--- src/rtl/sde_pkg.sv ---
`timescale 1ns / 1ps

package sde_pkg;

  localparam int SAMPLE_W    = 24;
  localparam int MEAN_W      = 24;
  localparam int PROD_W      = 2 * SAMPLE_W;
  localparam int SUM_W       = 64;
  localparam int CNT_W       = 16;
  localparam int VAR_W       = 48;
  localparam int DEV_W       = 24;
  localparam int REM_W       = DEV_W + 2;
  localparam int SU_W        = REM_W + 2;
  localparam int ITR_W       = 6;
  localparam int DIV_STEPS   = SUM_W;
  localparam int SQRT_STEPS  = DEV_W;
  localparam int IN_DATA_W   = 24;
  localparam int OUT_DATA_W  = VAR_W + DEV_W;

  localparam logic [CNT_W-1:0] MAX_SAMPLES = 16'hFFFF;
  localparam logic [ITR_W-1:0] DIV_LAST    = ITR_W'(DIV_STEPS - 1);
  localparam logic [ITR_W-1:0] SQRT_LAST   = ITR_W'(SQRT_STEPS - 1);

  typedef enum logic [5:0] {
    S_IDLE = 6'b000001,
    S_MUL  = 6'b000010,
    S_ACC  = 6'b000100,
    S_DIV  = 6'b001000,
    S_SQRT = 6'b010000,
    S_EMIT = 6'b100000
  } state_t;

endpackage

--- src/rtl/standard_deviation_engine.sv ---
`timescale 1ns / 1ps
// A sample word is taken through accept, square and accumulate in turn.
// A word with tlast then adds restoring division and square root, both on one shared
// 28-bit subtract unit; the result is then loaded into the output register, raising
// out_tvalid, once that register is empty or being read, and the input is ready again.
// The input is not ready while a word is in work; the result sits in an output register.
// rst_n is synchronous, active low: clears the mean, the sum, the count, the overflow flag
// and the output valid.

module standard_deviation_engine (
  input  logic                              clk,
  input  logic                              rst_n,
  input  logic                              in_tvalid,
  output logic                              in_tready,
  input  logic [sde_pkg::IN_DATA_W-1:0]     in_tdata,   // [23:0] sample_value
  input  logic                              in_tlast,   // last_sample
  output logic                              out_tvalid,
  input  logic                              out_tready,
  output logic [sde_pkg::OUT_DATA_W-1:0]    out_tdata,  // [47:0] variance, [71:48] deviation
  output logic                              out_tuser,  // count_overflow
  input  logic                              cfg_wr_en,
  input  logic [sde_pkg::MEAN_W-1:0]        cfg_wr_data // mean_value
);

  sde_pkg::state_t state_r, state_nxt;

  logic [sde_pkg::MEAN_W-1:0]   mean_r;
  logic [sde_pkg::SAMPLE_W-1:0] sample_r;
  logic                         last_r;
  logic [sde_pkg::PROD_W-1:0]   prod_r;
  logic [sde_pkg::SUM_W-1:0]    sum_r;
  logic [sde_pkg::CNT_W-1:0]    cnt_r;
  logic                         ovf_r;
  logic [sde_pkg::REM_W-1:0]    rem_r;
  logic [sde_pkg::DEV_W-1:0]    root_r;
  logic [sde_pkg::VAR_W-1:0]    var_r;
  logic [sde_pkg::ITR_W-1:0]    itr_r;
  logic [sde_pkg::VAR_W-1:0]    out_var_r;
  logic [sde_pkg::DEV_W-1:0]    out_dev_r;
  logic                         out_ovf_r;
  logic                         out_valid_r;

  logic                         in_fire;
  logic                         emit_fire;
  logic [sde_pkg::SAMPLE_W-1:0] mag;
  logic [sde_pkg::SUM_W:0]      acc_sum;
  logic [sde_pkg::SUM_W-1:0]    quot;
  logic [sde_pkg::VAR_W-1:0]    var_sat;

  // shared subtract / compare unit
  logic [sde_pkg::SU_W-1:0]     su_a, su_b;
  logic [sde_pkg::SU_W:0]       su_diff;
  logic                         su_ge;
  logic [sde_pkg::REM_W-1:0]    rem_upd;

  assign in_tready  = (state_r == sde_pkg::S_IDLE);
  assign in_fire    = in_tvalid && in_tready;
  assign emit_fire  = (state_r == sde_pkg::S_EMIT) && (!out_valid_r || out_tready);
  assign out_tvalid = out_valid_r;
  assign out_tdata  = {out_dev_r, out_var_r};
  assign out_tuser  = out_ovf_r;

  assign mag     = (sample_r >= mean_r) ? (sample_r - mean_r) : (mean_r - sample_r);
  assign acc_sum = {1'b0, sum_r} + {{(sde_pkg::SUM_W - sde_pkg::PROD_W + 1){1'b0}}, prod_r};

  always_comb begin
    su_a = '0;
    su_b = '0;
    case (state_r)
      sde_pkg::S_DIV: begin
        su_a = {{(sde_pkg::SU_W - sde_pkg::CNT_W - 1){1'b0}},
                rem_r[sde_pkg::CNT_W-1:0], sum_r[sde_pkg::SUM_W-1]};
        su_b = {{(sde_pkg::SU_W - sde_pkg::CNT_W){1'b0}}, cnt_r};
      end
      sde_pkg::S_SQRT: begin
        su_a = {rem_r, sum_r[sde_pkg::VAR_W-1 -: 2]};
        su_b = {2'b00, root_r, 2'b01};
      end
      default: begin
        su_a = '0;
        su_b = '0;
      end
    endcase
  end

  assign su_diff = {1'b0, su_a} - {1'b0, su_b};
  assign su_ge   = !su_diff[sde_pkg::SU_W];
  assign rem_upd = su_ge ? su_diff[sde_pkg::REM_W-1:0] : su_a[sde_pkg::REM_W-1:0];

  assign quot    = {sum_r[sde_pkg::SUM_W-2:0], su_ge};
  assign var_sat = (|quot[sde_pkg::SUM_W-1:sde_pkg::VAR_W]) ? {sde_pkg::VAR_W{1'b1}}
                                                            : quot[sde_pkg::VAR_W-1:0];

  always_comb begin
    state_nxt = state_r;
    case (state_r)
      sde_pkg::S_IDLE: if (in_fire) state_nxt = sde_pkg::S_MUL;
      sde_pkg::S_MUL:  state_nxt = sde_pkg::S_ACC;
      sde_pkg::S_ACC:  state_nxt = last_r ? sde_pkg::S_DIV : sde_pkg::S_IDLE;
      sde_pkg::S_DIV:  if (itr_r == sde_pkg::DIV_LAST) state_nxt = sde_pkg::S_SQRT;
      sde_pkg::S_SQRT: if (itr_r == sde_pkg::SQRT_LAST) state_nxt = sde_pkg::S_EMIT;
      sde_pkg::S_EMIT: if (emit_fire) state_nxt = sde_pkg::S_IDLE;
      default:         state_nxt = sde_pkg::S_IDLE;
    endcase
  end

  always_ff @(posedge clk) begin
    if (!rst_n) begin
      state_r     <= sde_pkg::S_IDLE;
      out_valid_r <= 1'b0;
      mean_r      <= '0;
      sum_r       <= '0;
      cnt_r       <= '0;
      ovf_r       <= 1'b0;
      itr_r       <= '0;
    end else begin
      state_r <= state_nxt;
      if (cfg_wr_en) begin
        mean_r <= cfg_wr_data;
      end
      if (emit_fire) begin
        out_valid_r <= 1'b1;
      end else if (out_tready) begin
        out_valid_r <= 1'b0;
      end
      case (state_r)
        sde_pkg::S_ACC: begin
          if (cnt_r == sde_pkg::MAX_SAMPLES) begin
            ovf_r <= 1'b1;
          end else begin
            sum_r <= acc_sum[sde_pkg::SUM_W] ? {sde_pkg::SUM_W{1'b1}}
                                             : acc_sum[sde_pkg::SUM_W-1:0];
            cnt_r <= cnt_r + 1'b1;
          end
          itr_r <= '0;
        end
        sde_pkg::S_DIV: begin
          if (itr_r == sde_pkg::DIV_LAST) begin
            sum_r <= {{(sde_pkg::SUM_W - sde_pkg::VAR_W){1'b0}}, var_sat};
            itr_r <= '0;
          end else begin
            sum_r <= quot;
            itr_r <= itr_r + 1'b1;
          end
        end
        sde_pkg::S_SQRT: begin
          sum_r <= {sum_r[sde_pkg::SUM_W-3:0], 2'b00};
          itr_r <= itr_r + 1'b1;
        end
        sde_pkg::S_EMIT: begin
          if (emit_fire) begin
            sum_r <= '0;
            cnt_r <= '0;
            ovf_r <= 1'b0;
          end
        end
        default: begin
        end
      endcase
    end
  end

  always_ff @(posedge clk) begin
    if (in_fire) begin
      sample_r <= in_tdata[sde_pkg::SAMPLE_W-1:0];
      last_r   <= in_tlast;
    end
    if (state_r == sde_pkg::S_MUL) begin
      prod_r <= {{sde_pkg::SAMPLE_W{1'b0}}, mag} * {{sde_pkg::SAMPLE_W{1'b0}}, mag};
    end
    case (state_r)
      sde_pkg::S_ACC: begin
        rem_r  <= '0;
        root_r <= '0;
      end
      sde_pkg::S_DIV: begin
        if (itr_r == sde_pkg::DIV_LAST) begin
          rem_r <= '0;
          var_r <= var_sat;
        end else begin
          rem_r <= rem_upd;
        end
      end
      sde_pkg::S_SQRT: begin
        rem_r  <= rem_upd;
        root_r <= {root_r[sde_pkg::DEV_W-2:0], su_ge};
      end
      default: begin
      end
    endcase
    if (emit_fire) begin
      out_var_r <= var_r;
      out_dev_r <= root_r;
      out_ovf_r <= ovf_r;
    end
  end

endmodule

--- config.mk ---
export PLATFORM = sky130hd
export DESIGN_NAME = standard_deviation_engine
export DESIGN_NICKNAME = d
export VERILOG_FILES = /design/src/rtl/sde_pkg.sv /design/src/rtl/standard_deviation_engine.sv
export SDC_FILE = /design/constraint.sdc
export NUM_CORES = 2
export LEC_CHECK = 0
export BUFFER_PORTS_ARGS = -buffer_cell sky130_fd_sc_hd__buf_2
export CAP_MARGIN = 40
export CORE_MARGIN = 2
export CORE_UTILIZATION = 30
export CTS_CLUSTER_DIAMETER = 50
export DETAILED_ROUTE_END_ITERATION = 8
export HOLD_SLACK_MARGIN = 0.03
export PLACE_DENSITY_LB_ADDON = 0.3
export SETUP_SLACK_MARGIN = 0.2
export SLEW_MARGIN = 20
export SYNTH_ARGS = -nofsm -noshare
export SYNTH_HDL_FRONTEND = slang
export SYNTH_SLANG_ARGS = --single-unit
--- constraint.sdc ---
create_clock -name clk -period 11.5 [get_ports clk]
set_input_delay 0 -clock clk [delete_from_list [all_inputs] [get_ports clk]]
set_output_delay 0 -clock clk [all_outputs]
set_load 0.05 [all_outputs]
==> out/metrics.csv <==
stage;metric;value;unit
global_route;grt_max_degree;84;
global_route;met3_usage;0.02141;
global_route;gr-usage-met2;0.2837;
logic_synthesis;ys_warn_count;0;
die;io_pins;129;
routing;postRouteAntennaNets;0;
setup_path;critPathKind;reg2reg;
clock_tree;cts_htree_levels;2;
timing;tightestPinTransition;0.8626;ns
clock_tree;clk_pin_slew;0.06;ns
die;fp-row-count;128;
setup_path;slowest_stage;or4b_2;
final_layout;fillers;12530;
timing;period_share;0.9381;
routing;drt_iter0_drc;1922;
die;core_area;122200;um^2
logic_synthesis;synth_cells;3998;
final_layout;antenna_cells;0;
logic_synthesis;synth_nets;4770;
final_layout;multiInputGateArea;24280;um^2
setup_path;slowest_delay;0.73;ns
setup_path;end_kind;flop;
placed_design;post-dp-hpwl;79870;um
logic_synthesis;synthesis.area;37060;um^2
final_layout;syn_to_final_growth;14.00;%
clock_tree;cts_buffers;54;
routing;vias_per_cell;4.941;
routing;num_vias;28780;
setup_path;crit_arrival;11.17;ns
placed_design;place_ws;0.5892;ns
setup_path;r2r_slack;0.71;ns
die;die_w;355.5;um
min_path;min_path_type;in2reg;
logic_synthesis;synth-main-ff-cell;edfxtp_1;
final_layout;instances_no_fill;5824;
timing;setup_tns;0;ns
global_route;track_usage;0.1674;
logic_synthesis;avgSynthCellArea;9.271;um^2
placed_design;dp_cells;5641;
routing;wl_per_cell;18.02;um
min_path;min_from;cfg_wr_en;
run_status;status;finished, final reports clean;
timing;slew_headroom;0.4187;
setup_path;r2r_end;prod_r[44];
die;die_area;126400;um^2
setup_path;startpoint_type;flop;
clock_tree;root_buffer;clkbuf_16;
global_route;busiest_layer;met2;
placed_design;place_congestion;0.9097;
setup_path;r2r_cells;33;
logic_synthesis;synth_seq_area_share;0.2606;
timing;rsz0062_at_grt;false;
final_layout;drive_gt1_frac;0.1003;
global_route;grt-ovfl-total;0;
final_layout;seqCellArea;9659;um^2
logic_synthesis;synth.distinct_cells;93;
global_route;grt_antenna_before_repair;0;
timing;fmaxAchievable;92.70;MHz
timing;hold_violations;0;
setup_path;path_common_cell;fa_1;
global_route;grt_pass1_vias;29870;
clock_tree;cts_buffer_depth;3;
timing;slew_violations;0;
min_path;hold-path-endpoint;mean_r[14];
logic_synthesis;synth-edff-count;243;
setup_path;critical_path_required;11.88;ns
placed_design;dpl_cell_area;39620;um^2
job;maxCapViolCount;0;
global_route;met1_usage;0.2243;
timing;setup_viol;0;
final_layout;nets;4925;
timing;skew;0.02972;ns
clock_tree;clk_latency;0.64;ns
routing;totalWireLength;105000;um
setup_path;r2r-start;sample_r[9];
setup_path;cp_top_family;adder cells;
placed_design;io_buffer_count;128;
logic_synthesis;synth-seq-cells;361;
timing;fin_ws;0.7123;ns
setup_path;path_buf_inv;5;
die;dieHeight;355.5;um
setup_path;worst_setup_path_startpoint;sample_r[9];
routing;dr.pass1.iters;7;
global_route;grt_pass1_wl;168900;um
min_path;whs_path_depth;3;
routing;drc;0;
clock_tree;cts_tree;yes;
timing;min_period;10.79;ns
clock_tree;clock-sinks;361;
setup_path;crit_path_max_fanout;15;
logic_synthesis;synthArstFlopShare;0;
die;initial_core_util;0.3033;
final_layout;stdcell_area;42250;um^2
## what timing repair did
item / in CTS / in global routing
setup endpoints to repair: 0 / 4
setup buffers: 0 / 3
resized for setup: 0 / 3
endpoints found under the hold margin: 69 / 0
hold buffers: 76 / 0
## cells in the mapped netlist, drive strengths merged, types with 5 or more instances
library cell | number | area [um^2]
a31oi | 31 | 209.0
nand3b | 6 | 45.04
a211oi | 20 | 150.1
o21a | 25 | 187.7
nor2 | 315 | 1217
o221ai | 6 | 52.55
fa | 425 | 8508
clkbuf | 135 | 508.0
a41oi | 7 | 68.82
nand4 | 70 | 437.9
o211ai | 60 | 450.4
o22ai | 7 | 43.79
or3 | 22 | 137.6
o2111ai | 5 | 43.79
nor2b | 23 | 143.9
or2 | 62 | 387.9
a22o | 19 | 166.4
xor2 | 47 | 430.4
mux2i | 42 | 420.4
nor4 | 15 | 93.84
nand3 | 59 | 295.3
nor3 | 32 | 160.2
a221oi | 22 | 198.9
dfxtp | 118 | 2362
a311oi | 9 | 85.08
nor3b | 11 | 87.58
a211o | 9 | 78.83
a21o | 66 | 495.5
ha | 293 | 3666
and4 | 13 | 113.9
a221o | 7 | 70.07
o21bai | 22 | 165.2
inv | 667 | 2504
buf | 38 | 188.9
nand2 | 361 | 1371
edfxtp | 243 | 7297
o21ai | 162 | 810.8
and3 | 30 | 187.7
a21oi | 278 | 1399
nand2b | 21 | 131.4
clkinv | 5 | 18.77
xnor2 | 91 | 827.0
and2 | 44 | 277.8
## cells by family (layout without fill, tap and decap cells)
group / after synthesis / count (layout) / synth area share
mux: 46 / 46 / 0.01266
buf+inv: 845 / 1046 / 0.08686
fa+ha+maj: 718 / 718 / 0.3285
flops: 361 / 361 / 0.2606
simple gates: 1093 / 1093 / 0.1394
xor+xnor: 138 / 138 / 0.03393
compound gates: 797 / 797 / 0.1381
## metal layers
metal | part of all wire | vias up
li1 | - | 13710
met1 | 0.45 | 14160
met2 | 0.47 | 767
met3 | 0.054 | 138
met4 | 0.024 | 0
met5 | 0 | -
## placed cells by master, fill, tap and decap left out, types with 31 or more instances in the layout
| cell | n |
|---|---|
| a21o_1 | 66 |
| a21oi_1 | 275 |
| and2_1 | 43 |
| buf_2 | 129 |
| buf_4 | 62 |
| clkbuf_16 | 55 |
| dfxtp_1 | 118 |
| dlygate4sd3_1 | 76 |
| edfxtp_1 | 243 |
| fa_1 | 425 |
| ha_1 | 292 |
| inv_1 | 655 |
| mux2i_1 | 42 |
| nand2_1 | 359 |
| nand3_1 | 58 |
| nand4_1 | 70 |
| nor2_1 | 302 |
| nor3_1 | 31 |
| o211ai_1 | 60 |
| o21ai_0 | 160 |
| or2_2 | 61 |
| xnor2_1 | 83 |
| xor2_1 | 46 |
## area by class of cell
type	instances	share of cell area
Clock buffer	61	0.03358
Clock inverter	41	0.009031
Inverter	672	0.05973
Multi-Input combinational cell	2792	0.5745
Sequential cell	361	0.2286
Tap cell	1625	0.04812
Timing Repair Buffer	272	0.04640
## registers in the layout, indices dropped and copies added (netlist names), 26 cells and up
register,count
prod_r,47
out_var_r,48
sum_r,64
rem_r,26
var_r,48
## metrics by stage
step,hold slack [ns],util
6_report,0.07047,0.3458
2_1_floorplan,0.09887,-
4_1_cts,0.03029,0.3452
3_5_place_dp,0.1781,0.3242
3_3_place_gp,0.1769,0.3237
5_1_grt,0.06996,0.3458
## tightest hold or removal path, cell delays in order
cell	delay (ns)
buf_2	0.36
mux2i_1	0.21
nor2_1	0.08
## how the worst max path moves through the flow
stage / end / depth (start not counted)
6_report: prod_r[44] / 33
5_1_grt: prod_r[44] / 34
4_1_cts: prod_r[44] / 34
3_5_place_dp: prod_r[44] / 35
3_3_place_gp: prod_r[44] / 34
2_1_floorplan: prod_r[44] / 37
Power is not shown: default switching activity piles up to over one toggle a cycle in this logic, so the estimate is an artifact.
